[src/rtl/core/fpbs_pkg.sv]
// Shared types and constants for the binary64 power-by-squaring block.
package fpbs_pkg;

   localparam int unsigned MantW = 53;
   localparam int unsigned ProdW = 2 * MantW;

   localparam logic [63:0] ONE_BITS       = 64'h3FF0_0000_0000_0000;
   localparam logic [62:0] NEAR_ZERO_MAG  = 63'h3E7A_D7F2_9ABC_AF48;
   localparam logic [63:0] QUIET_BIT      = 64'h0008_0000_0000_0000;
   localparam logic [63:0] DEFAULT_NAN    = 64'hFFF8_0000_0000_0000;
   localparam logic [10:0] EXP_ALL_ONES   = 11'h7FF;

   typedef enum logic [0:0] {
      OP_MUL,
      OP_RECIP
   } fpbs_op_type;

   typedef struct packed {
      logic        start;
      fpbs_op_type op;
   } fpbs_cmd_type;

   typedef enum logic [3:0] {
      F_IDLE,
      F_MUL,
      F_PRENORM,
      F_DIV,
      F_NORM_R,
      F_NORM_L,
      F_DENORM,
      F_ROUND
   } fpbs_fstate_type;

   typedef enum logic [3:0] {
      S_IDLE,
      S_SEEK,
      S_SQ,
      S_SQ_WAIT,
      S_MUL,
      S_MUL_WAIT,
      S_FIN,
      S_DIV,
      S_DIV_WAIT,
      S_OUT
   } fpbs_state_type;

endpackage

[src/rtl/core/fpbs_fpu.sv]
// Iterative binary64 multiply and reciprocal unit with shared normalize and round.
module fpbs_fpu (
   input  logic                 clock,
   input  logic                 reset,
   input  fpbs_pkg::fpbs_cmd_type cmd,
   input  logic [63:0]          op_a,
   input  logic [63:0]          op_b,
   output logic                 done,
   output logic [63:0]          result
);
   import fpbs_pkg::*;

   fpbs_fstate_type state_ff, state_in;
   logic              sign_ff, sign_in;
   logic signed [13:0] exp_ff, exp_in;
   logic [ProdW-1:0]  p_ff, p_in;
   logic              sticky_ff, sticky_in;
   logic [5:0]        cnt_ff, cnt_in;
   logic [MantW-1:0]  am_ff, am_in, bm_ff, bm_in;
   logic [MantW:0]    rem_ff, rem_in;
   logic [63:0]       res_ff, res_in;
   logic              done_ff, done_in;

   logic [10:0] ea, eb, ea_eff, eb_eff;
   logic        a_nan, b_nan, a_inf, b_inf, a_zero, b_zero;
   logic [MantW-1:0] ma, mb;
   logic [26:0] xa, yb;
   logic [53:0] pp;
   logic [5:0]  sh;
   logic [ProdW-1:0] pp_sh;
   logic        ge;
   logic [ProdW-1:0] q_sh;
   logic [MantW-1:0] mant;
   logic        rnd_g, rnd_s, rnd_up;
   logic [MantW:0] sum;
   logic [MantW-1:0] m2;
   logic signed [13:0] e2;

   assign ea     = op_a[62:52];
   assign eb     = op_b[62:52];
   assign ea_eff = (ea == 11'd0) ? 11'd1 : ea;
   assign eb_eff = (eb == 11'd0) ? 11'd1 : eb;
   assign ma     = {ea != 11'd0, op_a[51:0]};
   assign mb     = {eb != 11'd0, op_b[51:0]};
   assign a_nan  = (ea == EXP_ALL_ONES) && (op_a[51:0] != 52'd0);
   assign b_nan  = (eb == EXP_ALL_ONES) && (op_b[51:0] != 52'd0);
   assign a_inf  = (ea == EXP_ALL_ONES) && (op_a[51:0] == 52'd0);
   assign b_inf  = (eb == EXP_ALL_ONES) && (op_b[51:0] == 52'd0);
   assign a_zero = (op_a[62:0] == 63'd0);
   assign b_zero = (op_b[62:0] == 63'd0);

   // one 27x27 partial product per cycle
   always_comb begin
      unique case (cnt_ff[1:0])
         2'd0: begin
            xa = am_ff[26:0];
            yb = bm_ff[26:0];
            sh = 6'd0;
         end
         2'd1: begin
            xa = {1'b0, am_ff[52:27]};
            yb = bm_ff[26:0];
            sh = 6'd27;
         end
         2'd2: begin
            xa = am_ff[26:0];
            yb = {1'b0, bm_ff[52:27]};
            sh = 6'd27;
         end
         default: begin
            xa = {1'b0, am_ff[52:27]};
            yb = {1'b0, bm_ff[52:27]};
            sh = 6'd54;
         end
      endcase
   end

   assign pp    = xa * yb;
   assign pp_sh = {52'd0, pp} << sh;

   assign ge   = rem_ff >= {1'b0, bm_ff};
   assign q_sh = {p_ff[ProdW-2:0], ge};

   assign mant   = p_ff[104:52];
   assign rnd_g  = p_ff[51];
   assign rnd_s  = (|p_ff[50:0]) | sticky_ff;
   assign rnd_up = rnd_g & (rnd_s | mant[0]);
   assign sum    = {1'b0, mant} + {{MantW{1'b0}}, rnd_up};
   assign m2     = sum[MantW] ? sum[MantW:1] : sum[MantW-1:0];
   assign e2     = exp_ff + $signed({13'd0, sum[MantW]});

   always_comb begin
      state_in = state_ff;
      unique case (state_ff)
         F_IDLE: begin
            if (cmd.start) begin
               if (cmd.op == OP_MUL) begin
                  if (!(a_nan || b_nan || a_inf || b_inf || a_zero || b_zero)) begin
                     state_in = F_MUL;
                  end
               end else if (!(b_nan || b_inf || b_zero)) begin
                  state_in = F_PRENORM;
               end
            end
         end
         F_MUL:     if (cnt_ff[1:0] == 2'd3) state_in = F_NORM_R;
         F_PRENORM: if (bm_ff[MantW-1]) state_in = F_DIV;
         F_DIV:     if (cnt_ff == 6'd55) state_in = F_NORM_R;
         F_NORM_R:  state_in = F_NORM_L;
         F_NORM_L: begin
            if (p_ff[104] || exp_ff <= 14'sd1 || p_ff == '0) state_in = F_DENORM;
         end
         F_DENORM:  if (exp_ff >= 14'sd1) state_in = F_ROUND;
         F_ROUND:   state_in = F_IDLE;
         default:   state_in = F_IDLE;
      endcase
   end

   always_comb begin
      sign_in   = sign_ff;
      exp_in    = exp_ff;
      p_in      = p_ff;
      sticky_in = sticky_ff;
      cnt_in    = cnt_ff;
      am_in     = am_ff;
      bm_in     = bm_ff;
      rem_in    = rem_ff;
      res_in    = res_ff;
      done_in   = 1'b0;
      unique case (state_ff)
         F_IDLE: begin
            if (cmd.start) begin
               p_in      = '0;
               sticky_in = 1'b0;
               cnt_in    = '0;
               am_in     = ma;
               bm_in     = mb;
               if (cmd.op == OP_MUL) begin
                  sign_in = op_a[63] ^ op_b[63];
                  exp_in  = $signed({3'd0, ea_eff}) + $signed({3'd0, eb_eff}) - 14'sd1023;
                  done_in = 1'b1;
                  priority if (a_nan) begin
                     res_in = op_a | QUIET_BIT;
                  end else if (b_nan) begin
                     res_in = op_b | QUIET_BIT;
                  end else if ((a_inf && b_zero) || (b_inf && a_zero)) begin
                     res_in = DEFAULT_NAN;
                  end else if (a_inf || b_inf) begin
                     res_in = {op_a[63] ^ op_b[63], EXP_ALL_ONES, 52'd0};
                  end else if (a_zero || b_zero) begin
                     res_in = {op_a[63] ^ op_b[63], 63'd0};
                  end else begin
                     done_in = 1'b0;
                  end
               end else begin
                  sign_in = op_b[63];
                  exp_in  = $signed({3'd0, eb_eff});
                  done_in = 1'b1;
                  priority if (b_nan) begin
                     res_in = op_b | QUIET_BIT;
                  end else if (b_inf) begin
                     res_in = {op_b[63], 63'd0};
                  end else if (b_zero) begin
                     res_in = {op_b[63], EXP_ALL_ONES, 52'd0};
                  end else begin
                     done_in = 1'b0;
                  end
               end
            end
         end
         F_MUL: begin
            p_in   = p_ff + pp_sh;
            cnt_in = cnt_ff + 6'd1;
         end
         F_PRENORM: begin
            if (!bm_ff[MantW-1]) begin
               bm_in  = {bm_ff[MantW-2:0], 1'b0};
               exp_in = exp_ff - 14'sd1;
            end else begin
               exp_in = 14'sd2046 - exp_ff;
               rem_in = {2'b01, 52'd0};
               cnt_in = '0;
            end
         end
         F_DIV: begin
            rem_in = (ge ? (rem_ff - {1'b0, bm_ff}) : rem_ff) << 1;
            cnt_in = cnt_ff + 6'd1;
            if (cnt_ff == 6'd55) begin
               p_in      = q_sh << 49;
               sticky_in = (ge ? (rem_ff - {1'b0, bm_ff}) : rem_ff) != '0;
            end else begin
               p_in = q_sh;
            end
         end
         F_NORM_R: begin
            if (p_ff[105]) begin
               p_in      = p_ff >> 1;
               sticky_in = sticky_ff | p_ff[0];
               exp_in    = exp_ff + 14'sd1;
            end
         end
         F_NORM_L: begin
            if (!p_ff[104] && exp_ff > 14'sd1 && p_ff != '0) begin
               p_in   = p_ff << 1;
               exp_in = exp_ff - 14'sd1;
            end
         end
         F_DENORM: begin
            if (exp_ff < -14'sd60) begin
               sticky_in = sticky_ff | (|p_ff);
               p_in      = '0;
               exp_in    = 14'sd1;
            end else if (exp_ff < 14'sd1) begin
               sticky_in = sticky_ff | p_ff[0];
               p_in      = p_ff >> 1;
               exp_in    = exp_ff + 14'sd1;
            end
         end
         F_ROUND: begin
            done_in = 1'b1;
            if (e2 >= 14'sd2047) begin
               res_in = {sign_ff, EXP_ALL_ONES, 52'd0};
            end else begin
               res_in = {sign_ff, (m2[MantW-1] ? e2[10:0] : 11'd0), m2[51:0]};
            end
         end
         default: ;
      endcase
   end

   always_ff @(posedge clock) begin
      if (reset) begin
         state_ff <= F_IDLE;
         done_ff  <= 1'b0;
      end else begin
         state_ff <= state_in;
         done_ff  <= done_in;
      end
      sign_ff   <= sign_in;
      exp_ff    <= exp_in;
      p_ff      <= p_in;
      sticky_ff <= sticky_in;
      cnt_ff    <= cnt_in;
      am_ff     <= am_in;
      bm_ff     <= bm_in;
      rem_ff    <= rem_in;
      res_ff    <= res_in;
   end

   assign done   = done_ff;
   assign result = res_ff;

endmodule

[src/rtl/core/float_power_by_squaring.sv]
// Binary64 base raised to a signed 32-bit integer power by squaring.
// Trivial cases go straight to the output; else leading zeros of |power| are skipped, each
// lower bit costs a squaring, each lower set bit a multiply, and a negative power ends in a
// reciprocal. Multiplies and the reciprocal share one iterative unit (27x27 multiplier,
// 1-bit divider); subnormal operands and results add normalizing or denormalizing shifts.
// One item at a time; req_tready is high only while idle. Synchronous active-high reset.
module float_power_by_squaring (
   input  logic        clock,
   input  logic        reset,
   input  logic        req_tvalid,
   output logic        req_tready,
   input  logic [95:0] req_tdata,   // [63:0] base_bits, [95:64] power
   output logic        rsp_tvalid,
   input  logic        rsp_tready,
   output logic [71:0] rsp_tdata    // [63:0] result_bits, [64] domain_error, [71:65] zero
);
   import fpbs_pkg::*;

   fpbs_state_type state_ff, state_in;
   logic [63:0] base_ff, base_in;
   logic [63:0] acc_ff, acc_in;
   logic        neg_ff, neg_in;
   logic        err_ff, err_in;
   logic [31:0] mag_ff, mag_in;
   logic [4:0]  left_ff, left_in;
   logic        rsp_valid_ff, rsp_valid_in;
   logic [64:0] rsp_data_ff, rsp_data_in;

   fpbs_cmd_type cmd;
   logic         fpu_done;
   logic [63:0]  fpu_result;
   logic [63:0]  fpu_b;

   logic        accept;
   logic [63:0] in_base;
   logic [31:0] in_power, in_mag;
   logic        in_neg, in_near;
   logic        out_free;

   assign in_base  = req_tdata[63:0];
   assign in_power = req_tdata[95:64];
   assign in_neg   = in_power[31];
   assign in_mag   = in_neg ? (~in_power + 32'd1) : in_power;
   assign in_near  = in_base[62:0] < NEAR_ZERO_MAG;
   assign accept   = req_tvalid && req_tready;
   assign out_free = !rsp_valid_ff || rsp_tready;

   assign fpu_b = (state_ff == S_MUL) ? base_ff : acc_ff;

   fpbs_fpu u_fpu (
      .clock  (clock),
      .reset  (reset),
      .cmd    (cmd),
      .op_a   (acc_ff),
      .op_b   (fpu_b),
      .done   (fpu_done),
      .result (fpu_result)
   );

   always_comb begin
      state_in = state_ff;
      unique case (state_ff)
         S_IDLE: begin
            if (accept) begin
               if ((in_neg && in_near) || in_power == 32'd0 || (!in_neg && in_mag == 32'd1)) begin
                  state_in = S_OUT;
               end else begin
                  state_in = S_SEEK;
               end
            end
         end
         S_SEEK:     if (mag_ff[31]) state_in = (left_ff == 5'd0) ? S_FIN : S_SQ;
         S_SQ:       state_in = S_SQ_WAIT;
         S_SQ_WAIT: begin
            if (fpu_done) begin
               priority if (mag_ff[31])      state_in = S_MUL;
               else if (left_ff == 5'd0)     state_in = S_FIN;
               else                          state_in = S_SQ;
            end
         end
         S_MUL:      state_in = S_MUL_WAIT;
         S_MUL_WAIT: if (fpu_done) state_in = (left_ff == 5'd0) ? S_FIN : S_SQ;
         S_FIN:      state_in = (neg_ff && acc_ff[62:0] != 63'd0) ? S_DIV : S_OUT;
         S_DIV:      state_in = S_DIV_WAIT;
         S_DIV_WAIT: if (fpu_done) state_in = S_OUT;
         S_OUT:      if (out_free) state_in = S_IDLE;
         default:    state_in = S_IDLE;
      endcase
   end

   always_comb begin
      base_in      = base_ff;
      acc_in       = acc_ff;
      neg_in       = neg_ff;
      err_in       = err_ff;
      mag_in       = mag_ff;
      left_in      = left_ff;
      rsp_data_in  = rsp_data_ff;
      rsp_valid_in = rsp_valid_ff && !rsp_tready;
      cmd.start    = 1'b0;
      cmd.op       = OP_MUL;
      req_tready   = (state_ff == S_IDLE);
      unique case (state_ff)
         S_IDLE: begin
            if (accept) begin
               base_in = in_base;
               neg_in  = in_neg;
               mag_in  = in_mag;
               left_in = 5'd31;
               err_in  = 1'b0;
               acc_in  = in_base;
               priority if (in_neg && in_near) begin
                  acc_in = 64'd0;
                  err_in = 1'b1;
               end else if (in_power == 32'd0) begin
                  acc_in = ONE_BITS;
               end else begin
                  acc_in = in_base;
               end
            end
         end
         S_SEEK: begin
            if (!mag_ff[31]) begin
               mag_in  = mag_ff << 1;
               left_in = left_ff - 5'd1;
            end
         end
         S_SQ: begin
            cmd.start = 1'b1;
            mag_in    = mag_ff << 1;
            left_in   = left_ff - 5'd1;
         end
         S_SQ_WAIT:  if (fpu_done) acc_in = fpu_result;
         S_MUL:      cmd.start = 1'b1;
         S_MUL_WAIT: if (fpu_done) acc_in = fpu_result;
         S_FIN: begin
            if (neg_ff && acc_ff[62:0] == 63'd0) acc_in = {acc_ff[63], EXP_ALL_ONES, 52'd0};
         end
         S_DIV: begin
            cmd.start = 1'b1;
            cmd.op    = OP_RECIP;
         end
         S_DIV_WAIT: if (fpu_done) acc_in = fpu_result;
         S_OUT: begin
            if (out_free) begin
               rsp_valid_in = 1'b1;
               rsp_data_in  = {err_ff, acc_ff};
            end
         end
         default: ;
      endcase
   end

   always_ff @(posedge clock) begin
      if (reset) begin
         state_ff     <= S_IDLE;
         rsp_valid_ff <= 1'b0;
      end else begin
         state_ff     <= state_in;
         rsp_valid_ff <= rsp_valid_in;
      end
      base_ff     <= base_in;
      acc_ff      <= acc_in;
      neg_ff      <= neg_in;
      err_ff      <= err_in;
      mag_ff      <= mag_in;
      left_ff     <= left_in;
      rsp_data_ff <= rsp_data_in;
   end

   assign rsp_tvalid = rsp_valid_ff;
   assign rsp_tdata  = {7'd0, rsp_data_ff};

endmodule
[config.mk]
export PLATFORM = sky130hd
export DESIGN_NAME = float_power_by_squaring
export DESIGN_NICKNAME = d
export VERILOG_FILES = /design/src/rtl/core/fpbs_pkg.sv /design/src/rtl/core/fpbs_fpu.sv /design/src/rtl/core/float_power_by_squaring.sv
export SDC_FILE = /design/constraint.sdc
export NUM_CORES = 2
export LEC_CHECK = 0
export BUFFER_PORTS_ARGS = -buffer_cell sky130_fd_sc_hd__buf_2
export CORE_UTILIZATION = 45
export CTS_CLUSTER_SIZE = 12
export DETAILED_ROUTE_END_ITERATION = 10
export GPL_ROUTABILITY_DRIVEN = 1
export PLACE_DENSITY = 0.67
export SYNTH_ARGS = -nofsm -noshare
export SYNTH_HDL_FRONTEND = slang
export SYNTH_SLANG_ARGS = --single-unit
[constraint.sdc]
create_clock -name clock -period 35.7 [get_ports clock]
set_clock_uncertainty 0.2 [all_clocks]
set_input_delay 3.57 -clock clock [delete_from_list [all_inputs] [get_ports clock]]
set_output_delay 3.57 -clock clock [all_outputs]
set_load 0.01 [all_outputs]
==> flow_metrics.env <==
export IMPL_outcome="complete, no violations"
export IMPL_hold_class="flop to flop"
export IMPL_end_kind="flop"
export IMPL_synthDistinctLibCells=112
export IMPL_cts_buffers=71
export IMPL_dr_pass1_iters=9
export IMPL_synth_area_um2=68000
export IMPL_drive_gt1_frac=0.0759
export IMPL_cp_max_fo=56
export IMPL_synthFlopType="edfxtp_1"
export IMPL_cts_tree="done"
export IMPL_grt_pass1_wl_um=382000
export IMPL_yosys_cell_count_top_type="nand2_1"
export IMPL_startpoint_type="flop"
export IMPL_place_gp_congestion=1.06
export IMPL_die_w_um=391
export IMPL_nets=8731
export IMPL_htreeDepth=3
export IMPL_critPathMaxStageDelay_ns=1.13
export IMPL_arrival_ns=15.59
export IMPL_syn_inst=7704
export IMPL_setup_viol=0
export IMPL_cts_hold_buf=0
export IMPL_hold_end="rsp_data_ff[64]$_DFFE_PP_"
export IMPL_fin_setup_tns_ns=0
export IMPL_synthTopCellsByCount="nand2_1, inv_1, fa_1"
export IMPL_grt_overflow=0
export IMPL_wl_per_cell_um=26.5
export IMPL_vias_per_cell=6.30
export IMPL_rsz0062_at_grt="no"
export IMPL_cts_resized=0
export IMPL_clkLatencyLatePin_ns=0.69
export IMPL_yosysWarnings=0
export IMPL_grt_max_degree=107
export IMPL_min_from="err_ff$_DFFE_PP_"
export IMPL_r2r_start="u_fpu.cnt_ff[1]$_SDFFCE_PN0P_"
export IMPL_synth_async_reset_ratio=0
export IMPL_crit_path_top_delay_cell="mux2i_1"
export IMPL_syn2layout_area_growth_pct=7.47
export IMPL_finalCritPeriodShare=0.431
export IMPL_reg2reg_depth=41
export IMPL_synth_area_top_cells="edfxtp_1, fa_1, ha_1, nand2_1, inv_1"
export IMPL_grt_total_usage=0.332
export IMPL_ant_nets=0
export IMPL_hold_viol_final=0
export IMPL_cts_root_buffer="clkbuf_16"
export IMPL_num_rows=142
export IMPL_cts_setup_buffers=0
export IMPL_drt_initial_drc_count=8691
export IMPL_worstMarginPinSlew_ns=1.31
export IMPL_hpwlAfterDp_um=200000
export IMPL_cp_required_ns=35.91
export IMPL_max_clock_freq_ghz=0.0650
export IMPL_rrSetupSlack_ns=20.31
export IMPL_hold_path_depth=0
export IMPL_yosys_area_top_type="edfxtp_1"
export IMPL_start_util=0.453
export IMPL_antenna_found_initial=12
export IMPL_dieHeight_um=391
export IMPL_crit_type="flop to flop"
export IMPL_syn_avg_cell_area_um2=8.82
export IMPL_clock_path_buffers=3
export IMPL_grt_pass1_vias=58700
export IMPL_cts_clk_slew_worst_paths_ns=0.06
export IMPL_drc=0
export IMPL_synth_edff_count=583
export IMPL_core_um2=150000
export IMPL_rr_endpoint="u_fpu.p_ff[101]$_DFFE_PP_"
export IMPL_die_area_um2=153000
export IMPL_path_common_cell="fa_1"
export IMPL_clkSinkCount=592
export IMPL_synth_seq_cells=592
export IMPL_via_count=61000
export IMPL_port_buffers=166
export IMPL_seq_area_frac_synth=0.260
export IMPL_synth_top_area_frac=0.258
export IMPL_relSlewSlack=0.104
export IMPL_slew_violations=0
export IMPL_pin_count=174
export IMPL_drv_cap=0
export IMPL_drt_wl_total_um=256000
export IMPL_min_period_ns=15.39
## critical path, delay by kind of cell, from the launching register on
kind                       cells  cell delay [ns]
and+or+nand+nor               10             3.16
adders and majority gates     10             4.86
DFF                            1             0.38
xor gates and xnor gates       2             0.34
AOI/OAI and AO/OA             10             3.52
buffers and inverters          6             1.15
muxes                          3             1.49
## kinds of logic (layout without fill, tap and decap cells)
| kind of cell | Yosys count | count (layout) | synth area share |
|---|---|---|---|
| buffers and inverters | 1343 | 1297 | 0.0754 |
| flip-flops | 592 | 592 | 0.260 |
| multiplexers | 206 | 206 | 0.0345 |
| other | 1 | 9 | 0.0000552 |
| XOR/XNOR | 309 | 309 | 0.0398 |
| AO/OA/AOI/OAI | 1815 | 1815 | 0.173 |
| AND/OR/NAND/NOR | 2422 | 2422 | 0.161 |
| adder cells (fa/ha/maj) | 1016 | 1016 | 0.256 |
## through the flow
stage / hold WS, ns / utilization / area [um^2] / setup WS, ns / cells
final: 0.264 / 0.487 / 73100 / 20.31 / 9682
after global routing: 0.283 / 0.487 / 73000 / 20.07 / 9680
after CTS: 0.263 / 0.487 / 73000 / 20.81 / 9680
after detailed placement: 0.248 / 0.472 / 70700 / 20.79 / 9558
after global placement: 0.249 / 0.472 / 70700 / 21.02 / 9558
after floorplan: 0.200 / - / 68000 / 23.33 / 7710
## metal layers
layer  vias to the layer above  track usage  share of wire
li1                      26600            -              -
met1                     29900        0.453           0.40
met2                      3780        0.502           0.43
met3                       669       0.0760           0.12
met4                        16        0.150          0.054
met5                         -            0        0.00033
## flip-flops by register name, summed over array words and instances (netlist names)
register and cells:
left_ff 5, u_fpu.exp_ff 14, u_fpu.rem_ff 53, neg_ff 1
u_fpu.result 64, acc_ff 64, u_fpu.done 1, u_fpu.p_ff 106
u_fpu.bm_ff 53, mag_ff 32, u_fpu.am_ff 53, base_ff 64
rsp_data_ff 65, u_fpu.sign_ff 1, u_fpu.sticky_ff 1, u_fpu.cnt_ff 6
state_ff 4, u_fpu.state_ff 3, err_ff 1, rsp_tvalid 1
## final cells by class
type	instances	area [um^2]
diodes	2	5.00
inverters	885	3320
multi-input cells	5775	45500
clock inverters	34	433
clock buffers	88	1860
repair buffers	290	1760
fillers	14300	76900
well taps	2016	2520
flip-flops and latches	592	17700
## how the worst max path moves through the flow
| stage | from | to | slack, ns |
|---|---|---|---|
| after floorplan | u_fpu.cnt_ff[1]$_SDFFCE_PN0P_ | u_fpu.p_ff[99]$_DFFE_PP_ | 23.33 |
| after global placement | u_fpu.cnt_ff[1]$_SDFFCE_PN0P_ | u_fpu.p_ff[105]$_DFFE_PP_ | 21.02 |
| after detailed placement | u_fpu.cnt_ff[1]$_SDFFCE_PN0P_ | u_fpu.p_ff[101]$_DFFE_PP_ | 20.79 |
| after CTS | u_fpu.cnt_ff[1]$_SDFFCE_PN0P_ | u_fpu.p_ff[101]$_DFFE_PP_ | 20.81 |
| after global routing | u_fpu.cnt_ff[1]$_SDFFCE_PN0P_ | u_fpu.p_ff[101]$_DFFE_PP_ | 20.07 |
| final | u_fpu.cnt_ff[1]$_SDFFCE_PN0P_ | u_fpu.p_ff[101]$_DFFE_PP_ | 20.31 |
## cell usage in the layout (no fill, tap or decap), types with 72 or more instances in the layout
cell type | Yosys | layout
nand2_1 | 1002 | 1000
inv_1 | 883 | 881
fa_1 | 627 | 627
nor2_1 | 617 | 614
edfxtp_1 | 583 | 583
o21ai_0 | 505 | 499
a21oi_1 | 444 | 440
ha_1 | 389 | 386
xnor2_1 | 172 | 172
nand3_1 | 170 | 170
buf_2 | 7 | 166
xor2_1 | 137 | 137
mux2i_1 | 131 | 128
buf_4 | 12 | 124
a22oi_1 | 115 | 115
nand4_1 | 105 | 105
nor4_1 | 103 | 102
nor3_1 | 103 | 100
a21o_1 | 83 | 83
clkbuf_16 | 0 | 72
Power is left out: the tool's default activity adds up to more than one toggle a clock period on the data nets, which glitch-free logic cannot reach.
